File: src/design/xxh32_pkg.sv
// ----------------------------------------------------------------------------
// xxh32_pkg
// Shared constants, types and a helper function for the streaming 32-bit hash.
// ----------------------------------------------------------------------------
`default_nettype none

package xxh32_pkg;

    localparam logic [31:0] PRIME_ONE   = 32'd2654435761;
    localparam logic [31:0] PRIME_TWO   = 32'd2246822519;
    localparam logic [31:0] PRIME_THREE = 32'd3266489917;
    localparam logic [31:0] PRIME_FOUR  = 32'd668265263;
    localparam logic [31:0] PRIME_FIVE  = 32'h165667b1;

    localparam int unsigned DATA_W = 8;
    localparam int unsigned LEN_W  = 16;
    localparam int unsigned HASH_W = 32;

    // operand selection of the shared multiplier
    typedef enum logic [1:0] {
        MUL_ROT_P4 = 2'd0,
        MUL_ACC_P1 = 2'd1,
        MUL_ACC_P2 = 2'd2,
        MUL_MIX_P3 = 2'd3
    } mul_sel_t;

    typedef struct packed {
        logic     load;
        logic     mul_en;
        mul_sel_t mul_sel;
        logic     fin_mix;
        logic     emit;
    } xxh32_cmd_t;

    typedef struct packed {
        logic step_word;
        logic step_byte;
        logic last_reg;
        logic out_full;
    } xxh32_stat_t;

    function automatic logic [31:0] rotl17(input logic [31:0] v);
        rotl17 = {v[14:0], v[31:15]};
    endfunction

endpackage

`default_nettype wire

File: src/design/xxh32_ctrl.sv
// ----------------------------------------------------------------------------
// xxh32_ctrl
// Sequencer: steps one item through the shared multiplier and the finish.
// ----------------------------------------------------------------------------
`default_nettype none

module xxh32_ctrl (
    input  wire logic                  clk,
    input  wire logic                  rst_n,
    input  wire logic                  in_valid,
    output logic                       in_ready,
    input  wire xxh32_pkg::xxh32_stat_t stat,
    input  wire logic                  last_item,
    output xxh32_pkg::xxh32_cmd_t      cmd
);

    typedef enum logic [6:0] {
        ST_IDLE    = 7'b0000001,
        ST_MUL_ROT = 7'b0000010,
        ST_MUL_P1  = 7'b0000100,
        ST_FIN_MIX = 7'b0001000,
        ST_FIN_P2  = 7'b0010000,
        ST_FIN_P3  = 7'b0100000,
        ST_FIN_OUT = 7'b1000000
    } state_t;

    state_t state_reg;
    state_t state_next;
    logic   accept;

    assign in_ready = (state_reg == ST_IDLE);
    assign accept   = in_valid && in_ready;

    always_comb
    begin
        state_next  = state_reg;
        cmd         = '0;
        cmd.mul_sel = xxh32_pkg::MUL_ACC_P1;
        case (state_reg)
            ST_IDLE:
            begin
                if (accept)
                begin
                    cmd.load = 1'b1;
                    if (stat.step_word)
                        state_next = ST_MUL_ROT;
                    else if (stat.step_byte)
                        state_next = ST_MUL_P1;
                    else if (last_item)
                        state_next = ST_FIN_MIX;
                end
            end
            ST_MUL_ROT:
            begin
                cmd.mul_en  = 1'b1;
                cmd.mul_sel = xxh32_pkg::MUL_ROT_P4;
                state_next  = ST_MUL_P1;
            end
            ST_MUL_P1:
            begin
                cmd.mul_en  = 1'b1;
                cmd.mul_sel = xxh32_pkg::MUL_ACC_P1;
                state_next  = stat.last_reg ? ST_FIN_MIX : ST_IDLE;
            end
            ST_FIN_MIX:
            begin
                cmd.fin_mix = 1'b1;
                state_next  = ST_FIN_P2;
            end
            ST_FIN_P2:
            begin
                cmd.mul_en  = 1'b1;
                cmd.mul_sel = xxh32_pkg::MUL_ACC_P2;
                state_next  = ST_FIN_P3;
            end
            ST_FIN_P3:
            begin
                cmd.mul_en  = 1'b1;
                cmd.mul_sel = xxh32_pkg::MUL_MIX_P3;
                state_next  = ST_FIN_OUT;
            end
            ST_FIN_OUT:
            begin
                // wait for room in the output register
                if (!stat.out_full)
                begin
                    cmd.emit   = 1'b1;
                    state_next = ST_IDLE;
                end
            end
            default:
            begin
                state_next = ST_IDLE;
            end
        endcase
    end

    always_ff @(posedge clk or negedge rst_n)
    begin
        if (!rst_n)
            state_reg <= ST_IDLE;
        else
            state_reg <= state_next;
    end

`ifndef ASSERT_OFF
    a_word_goes_rot: assert property (@(posedge clk) disable iff (!rst_n)
        (accept && stat.step_word) |=> (state_reg == ST_MUL_ROT))
        else $error("word step did not enter rotate multiply");
    a_rot_then_p1: assert property (@(posedge clk) disable iff (!rst_n)
        (state_reg == ST_MUL_ROT) |=> (state_reg == ST_MUL_P1))
        else $error("rotate multiply not followed by prime one multiply");
`endif

endmodule

`default_nettype wire

File: src/design/xxh32_dpath.sv
// ----------------------------------------------------------------------------
// xxh32_dpath
// Accumulator, word packing, shared 32x32 multiplier and output register.
// ----------------------------------------------------------------------------
`default_nettype none

module xxh32_dpath (
    input  wire logic                   clk,
    input  wire logic                   rst_n,
    input  wire logic [7:0]             data_byte,
    input  wire logic [15:0]            message_length,
    input  wire logic                   last_item,
    input  wire xxh32_pkg::xxh32_cmd_t  cmd,
    output xxh32_pkg::xxh32_stat_t      stat,
    output logic                        out_valid,
    input  wire logic                   out_ready,
    output logic [31:0]                 hash_value
);

    logic [31:0] acc_reg,  acc_next;
    logic [31:0] idx_reg,  idx_next;
    logic [15:0] off_reg,  off_next;
    logic [23:0] pw_reg,   pw_next;
    logic [15:0] len_reg,  len_next;
    logic        last_reg, last_next;
    logic [31:0] hash_reg, hash_next;
    logic        ov_reg,   ov_next;

    logic [15:0] len_m1;
    logic [15:0] word_end;
    logic        in_win;
    logic        len_nz;
    logic [1:0]  lane;
    logic [23:0] pw_shift;
    logic [31:0] word;
    logic [31:0] mul_a;
    logic [31:0] mul_b;
    logic [31:0] prod;
    logic [31:0] fin_h;

    // word end is 4*ceil((L-4)/4), zero for short messages
    assign len_m1   = message_length - 16'd1;
    assign word_end = (message_length > 16'd4) ? {len_m1[15:2], 2'b00} : 16'd0;
    assign in_win   = (off_reg < word_end);
    assign len_nz   = (message_length != 16'd0);
    assign lane     = off_reg[1:0];
    assign pw_shift = 24'(data_byte) << {lane, 3'b000};
    assign word     = {data_byte, pw_reg};

    assign stat.step_word = len_nz && in_win && (lane == 2'd3);
    assign stat.step_byte = len_nz && !in_win;
    assign stat.last_reg  = last_reg;
    assign stat.out_full  = ov_reg && !out_ready;

    always_comb
    begin
        case (cmd.mul_sel)
            xxh32_pkg::MUL_ROT_P4:
            begin
                mul_a = xxh32_pkg::rotl17(acc_reg);
                mul_b = xxh32_pkg::PRIME_FOUR;
            end
            xxh32_pkg::MUL_ACC_P1:
            begin
                mul_a = acc_reg;
                mul_b = xxh32_pkg::PRIME_ONE;
            end
            xxh32_pkg::MUL_ACC_P2:
            begin
                mul_a = acc_reg;
                mul_b = xxh32_pkg::PRIME_TWO;
            end
            xxh32_pkg::MUL_MIX_P3:
            begin
                mul_a = acc_reg ^ (acc_reg >> 13);
                mul_b = xxh32_pkg::PRIME_THREE;
            end
            default:
            begin
                mul_a = acc_reg;
                mul_b = xxh32_pkg::PRIME_ONE;
            end
        endcase
    end

    // only the low half of the product is ever needed
    assign prod     = mul_a * mul_b;
    assign fin_h    = acc_reg + {16'd0, len_reg};

    always_comb
    begin
        acc_next  = acc_reg;
        idx_next  = idx_reg;
        off_next  = off_reg;
        pw_next   = pw_reg;
        len_next  = len_reg;
        last_next = last_reg;
        hash_next = hash_reg;
        ov_next   = ov_reg && !out_ready;

        if (cmd.load)
        begin
            len_next  = message_length;
            last_next = last_item;
            if (len_nz)
            begin
                off_next = off_reg + 16'd1;
                if (in_win)
                begin
                    if (lane == 2'd3)
                    begin
                        acc_next = acc_reg + word + idx_reg;
                        idx_next = idx_reg + 32'd1;
                        pw_next  = '0;
                    end
                    else
                    begin
                        pw_next = pw_reg | pw_shift;
                    end
                end
                else
                begin
                    acc_next = acc_reg + {24'd0, data_byte} + idx_reg;
                    idx_next = idx_reg + 32'd1;
                end
            end
        end

        if (cmd.mul_en)
            acc_next = (cmd.mul_sel == xxh32_pkg::MUL_ROT_P4) ? (acc_reg + prod) : prod;

        if (cmd.fin_mix)
            acc_next = fin_h ^ (fin_h >> 15);

        if (cmd.emit)
        begin
            hash_next = acc_reg ^ (acc_reg >> 16);
            ov_next   = 1'b1;
            acc_next  = xxh32_pkg::PRIME_FIVE;
            idx_next  = xxh32_pkg::PRIME_ONE;
            off_next  = '0;
            pw_next   = '0;
        end
    end

    always_ff @(posedge clk or negedge rst_n)
    begin
        if (!rst_n)
        begin
            acc_reg  <= xxh32_pkg::PRIME_FIVE;
            idx_reg  <= xxh32_pkg::PRIME_ONE;
            off_reg  <= '0;
            pw_reg   <= '0;
            last_reg <= 1'b0;
            ov_reg   <= 1'b0;
        end
        else
        begin
            acc_reg  <= acc_next;
            idx_reg  <= idx_next;
            off_reg  <= off_next;
            pw_reg   <= pw_next;
            last_reg <= last_next;
            ov_reg   <= ov_next;
        end
    end

    always_ff @(posedge clk)
    begin
        len_reg  <= len_next;
        hash_reg <= hash_next;
    end

    assign out_valid  = ov_reg;
    assign hash_value = hash_reg;

`ifndef ASSERT_OFF
    a_emit_sets_valid: assert property (@(posedge clk) disable iff (!rst_n)
        cmd.emit |=> out_valid)
        else $error("emitted hash not presented");
    a_emit_clears_state: assert property (@(posedge clk) disable iff (!rst_n)
        cmd.emit |=> (acc_reg == xxh32_pkg::PRIME_FIVE && off_reg == 16'd0
                      && idx_reg == xxh32_pkg::PRIME_ONE && pw_reg == 24'd0))
        else $error("state not returned to start values after finish");
    a_no_emit_when_full: assert property (@(posedge clk) disable iff (!rst_n)
        cmd.emit |-> !(out_valid && !out_ready))
        else $error("hash overwritten while waiting");
`endif

endmodule

`default_nettype wire

File: src/design/xxfast_hash32_stream_unit.sv
// ----------------------------------------------------------------------------
// xxfast_hash32_stream_unit
// Streaming 32-bit xxFAST hash, one message byte per input item.
// ----------------------------------------------------------------------------
//  channel | handshake           | payload
//  --------+---------------------+--------------------------------------------
//  in      | in_valid, in_ready  | data_byte, message_length, last_item
//  out     | out_valid, out_ready| hash_value
//
//  a byte packed into a word is only stored, a byte step makes one multiply, and a
//  completed word makes two passes through the single shared 32x32 multiplier
//  the last item adds the finish: mix, two multiplies, output load
//  in_ready is high only while the sequencer waits for an item
//  the output register holds the hash until taken; a new message can be
//  hashed meanwhile, its finish waits for the register to empty
//  reset puts the accumulator and index at their start values at once
// ----------------------------------------------------------------------------
`default_nettype none

module xxfast_hash32_stream_unit (
    input  wire logic        clk,
    input  wire logic        rst_n,
    input  wire logic        in_valid,
    output logic             in_ready,
    input  wire logic [7:0]  data_byte,
    input  wire logic [15:0] message_length,
    input  wire logic        last_item,
    output logic             out_valid,
    input  wire logic        out_ready,
    output logic [31:0]      hash_value
);

    xxh32_pkg::xxh32_cmd_t  cmd;
    xxh32_pkg::xxh32_stat_t stat;

    xxh32_ctrl u_ctrl (
        .clk       (clk),
        .rst_n     (rst_n),
        .in_valid  (in_valid),
        .in_ready  (in_ready),
        .stat      (stat),
        .last_item (last_item),
        .cmd       (cmd)
    );

    xxh32_dpath u_dpath (
        .clk            (clk),
        .rst_n          (rst_n),
        .data_byte      (data_byte),
        .message_length (message_length),
        .last_item      (last_item),
        .cmd            (cmd),
        .stat           (stat),
        .out_valid      (out_valid),
        .out_ready      (out_ready),
        .hash_value     (hash_value)
    );

endmodule

`default_nettype wire
File: config.mk
export PLATFORM = sky130hd
export DESIGN_NAME = xxfast_hash32_stream_unit
export DESIGN_NICKNAME = d
export VERILOG_FILES = /design/src/design/xxh32_pkg.sv /design/src/design/xxh32_ctrl.sv /design/src/design/xxh32_dpath.sv /design/src/design/xxfast_hash32_stream_unit.sv
export SDC_FILE = /design/constraint.sdc
export NUM_CORES = 2
export LEC_CHECK = 0
export BUFFER_PORTS_ARGS = -buffer_cell sky130_fd_sc_hd__buf_4
export CAP_MARGIN = 20
export CORE_AREA = 5 5 265 267
export CTS_CLUSTER_SIZE = 16
export DETAILED_ROUTE_END_ITERATION = 12
export DIE_AREA = 0 0 270 272
export PLACE_DENSITY = 0.73
export SYNTH_ARGS = -nofsm -noshare
export SYNTH_HDL_FRONTEND = slang
export SYNTH_SLANG_ARGS = --single-unit
File: constraint.sdc
create_clock -name clk -period 10.55 [get_ports clk]
set_clock_uncertainty 0.1 [all_clocks]
set_input_delay 0 -clock clk [delete_from_list [all_inputs] [get_ports clk]]
set_output_delay 0 -clock clk [all_outputs]
set_load 0.005 [all_outputs]
==> flow_metrics.env <==
export IMPL_cp_common_cell="fa_1"
export IMPL_rows=96
export IMPL_die_w_um=270
export IMPL_io_pins=63
export IMPL_clockRootBuffer="clkbuf_16"
export IMPL_placed_cells=4403
export IMPL_clock_path_buffers=2
export IMPL_slew_headroom_pct=21.5
export IMPL_syn2layout_area_growth_pct=15.0
export IMPL_io_buffers=62
export IMPL_worst_path_dominant_cell_family="adder cells"
export IMPL_syn_inst=3313
export IMPL_final_instance_count_excl_fill=4487
export IMPL_synthDistinctLibCells=94
export IMPL_crit_slowest_cell="fa_1"
export IMPL_grt_pass1_vias=26183
export IMPL_ys_seq_area_share_pct=14.3
export IMPL_cts_num_sinks=161
export IMPL_synth_edf_count=48
export IMPL_setup_viol=0
export IMPL_start_util_pct=44.4
export IMPL_clk_latency_ns=0.46
export IMPL_synth_area_top_cells="fa_1 (30%), ha_1 (12%), inv_1 (6.4%)"
export IMPL_critPathRequiredTime_ns=10.79
export IMPL_routabilityCongestion=1.03
export IMPL_cts_tree="yes"
export IMPL_netlist_area_leader_share_pct=29.7
export IMPL_fillers=6183
export IMPL_max_stage_delay_ns=0.59
export IMPL_hpwl_mm=87.0
export IMPL_grt_max_degree=63
export IMPL_ys_warn_count=0
export IMPL_crit_buf_inv=12
export IMPL_criticalPathCategory="flop to flop"
export IMPL_max_freq_mhz=96.3
export IMPL_viasPerCell=5.75
export IMPL_post_route_period_util_pct=98.4
export IMPL_critPathCaptureType="flop"
export IMPL_slew_violations=0
export IMPL_hold_path_class="input port to async pin"
export IMPL_coreArea_sq_um=67900
export IMPL_start_kind="flop"
export IMPL_antenna_found_initial=1
export IMPL_cp_max_fo=10
export IMPL_min_period_ns=10.38
export IMPL_worst_pin_slew_ns=1.17
export IMPL_via_count=25813
export IMPL_first_iter_violations=2603
export IMPL_routed_wl_mm=105
export IMPL_antenna_cells=0
export IMPL_synth_top_cell_by_area="fa_1"
export IMPL_drt_pass1_iterations=7
export IMPL_grt_pass1_wl_mm=159
export IMPL_h_tree_depth=4
export IMPL_antenna_left=0
export IMPL_synthesis_area_sq_um=30100
export IMPL_overflow=0
export IMPL_synth_nets=4069
export IMPL_seq_area_sq_um=4320
export IMPL_async_flop_share_pct=70.2
export IMPL_fin_nets=4348
export IMPL_hold_violations=0
export IMPL_cts_buffers=17
export IMPL_die_y_um=272
export IMPL_crit_arrival_ns=10.62
export IMPL_drive_gt1_share_pct=15.2
export IMPL_avgSynthCellArea_sq_um=9.09
export IMPL_ys_flop_type="dfrtp_1"
export IMPL_multi_input_area_sq_um=23700
export IMPL_dieArea_sq_um=73400
export IMPL_wl_per_cell_um=23.5
export IMPL_drc_errors=0
export IMPL_rsz0062_at_grt="yes"
export IMPL_clk_pin_slew_ns=0.07
export IMPL_grt_usage_pct=28.3
export IMPL_ys_seq_elements=161
export IMPL_maxCapViolations=0
export IMPL_run_status="finished, final reports clean"
-- repair_timing --
action                                  in CTS  in global routing
gates cloned                                 0                  1
pin swaps                                    0                 35
hold endpoints to repair                    90                  0
gates resized for setup                      2                103
buffers inserted                             0                 23
endpoints found under the setup margin       1                 14
hold buffers                                28                  0
-- cell usage in the layout (no fill, tap or decap), drive strengths merged, types with 10 or more instances in the layout --
cell type    instances
nand2              252
clkinv              10
or2                 12
nor3                32
a22oi               16
nand2b              48
dlygate4sd3         28
a21oi              198
nor3b               10
fa                 447
clkbuf              18
mux2i               18
ha                 280
nor2               296
edfxtp              48
nand3               51
a211oi              25
dfrtp               77
a31oi               25
and2                27
a21o                74
or3                 22
o21a                31
inv                530
o21ai              132
buf                338
dfstp               36
and3                29
o21bai              14
xnor2              164
xor2               114
nand4               16
nor2b               10
o211ai              19
a21boi              11
-- area by class of cell --
cell class	instances	share of cell area (%)
well taps	882	3.19
multi-input cells	2517	68.6
inverters	528	5.78
clock buffers	17	1.23
flip-flops and latches	161	12.5
clock inverters	15	0.430
repair buffers	367	8.34
-- logic make-up after synthesis --
group / after synthesis / share of synthesized area (%)
compound gates: 648 / 13.9
buf+inv: 635 / 8.18
xor+xnor: 283 / 8.51
flops: 161 / 14.3
fa+ha+maj: 727 / 41.3
simple gates: 834 / 12.9
mux: 25 / 0.872
-- per-stage QoR --
stage          setup TNS, ns  worst slack, ns  hold slack (ns)  cell area, sq um  utilization [%]
2_1_floorplan              0           0.0110           -0.396             30200                -
3_3_place_gp               0            0.158           0.0616             33200             48.9
3_5_place_dp               0           0.0295           0.0686             33200             48.9
4_1_cts                    0          0.00837            0.113             34100             50.2
5_1_grt               -0.163           -0.114            0.160             34600             51.0
6_report                   0            0.168           0.0805             34600             51.0
-- per-layer routing --
layer	routed length (um)	track usage (%)	vias up
li1	-	-	11466
met1	40400	36.1	12598
met2	47300	44.8	1351
met3	10200	5.99	398
met4	7560	16.2	0
met5	0	0	-
-- cell usage after synthesis (all sizes together), types with 9 or more instances --
master and count:
or2 12, o221ai 9, nand3 51, clkbuf 79, o21a 31, nand2 252
buf 28, and2 27, nor2b 10, a21o 74, nand2b 48, o21bai 14
and3 29, o211ai 19, a22oi 16, dfstp 36, or3 22, inv 525
o21ai 132, xnor2 164, a21oi 198, nor2 296, nor3b 10, mux2i 18
edfxtp 48, xor2 114, ha 280, nand4 16, nor3 32, a21boi 11
dfrtp 77, a211oi 25, o31ai 9, a31oi 25, fa 447
-- worst reg2reg max path, delay by kind of cell (launching register included) --
| family | cells | cell delay, ns |
|---|---|---|
| AO/OA/AOI/OAI | 9 | 1.48 |
| XOR/XNOR | 3 | 0.43 |
| adder cells (fa/ha/maj) | 11 | 4.70 |
| buffers and inverters | 12 | 1.43 |
| flip-flops | 1 | 0.46 |
| multiplexers | 2 | 0.51 |
| AND/OR/NAND/NOR | 6 | 1.14 |
-- path summary, 6_finish.rpt --
path,startpoint,endpoint,slack (ns),cells after the start
setup / recovery,u_ctrl.state_reg[1]$_DFFE_PN0P_,u_dpath.acc_reg[31]$_DFFE_PN0P_,0.17,43
hold / removal,rst_n,u_dpath.off_reg[4]$_DFFE_PN0P_,0.08,2
setup reg to reg,u_ctrl.state_reg[1]$_DFFE_PN0P_,u_dpath.acc_reg[31]$_DFFE_PN0P_,0.17,43
hold reg to reg,u_dpath.pw_reg[0]$_DFFE_PN0P_,u_dpath.pw_reg[0]$_DFFE_PN0P_,0.40,2
max in group asynchronous,rst_n,u_dpath.pw_reg[23]$_DFFE_PN0P_,9.09,3
min in group clk,message_length[13],u_dpath.len_reg[13]$_DFFE_PP_,0.21,2
Power is not shown: default switching activity piles up to over one toggle a cycle in this logic, so the estimate is an artifact.
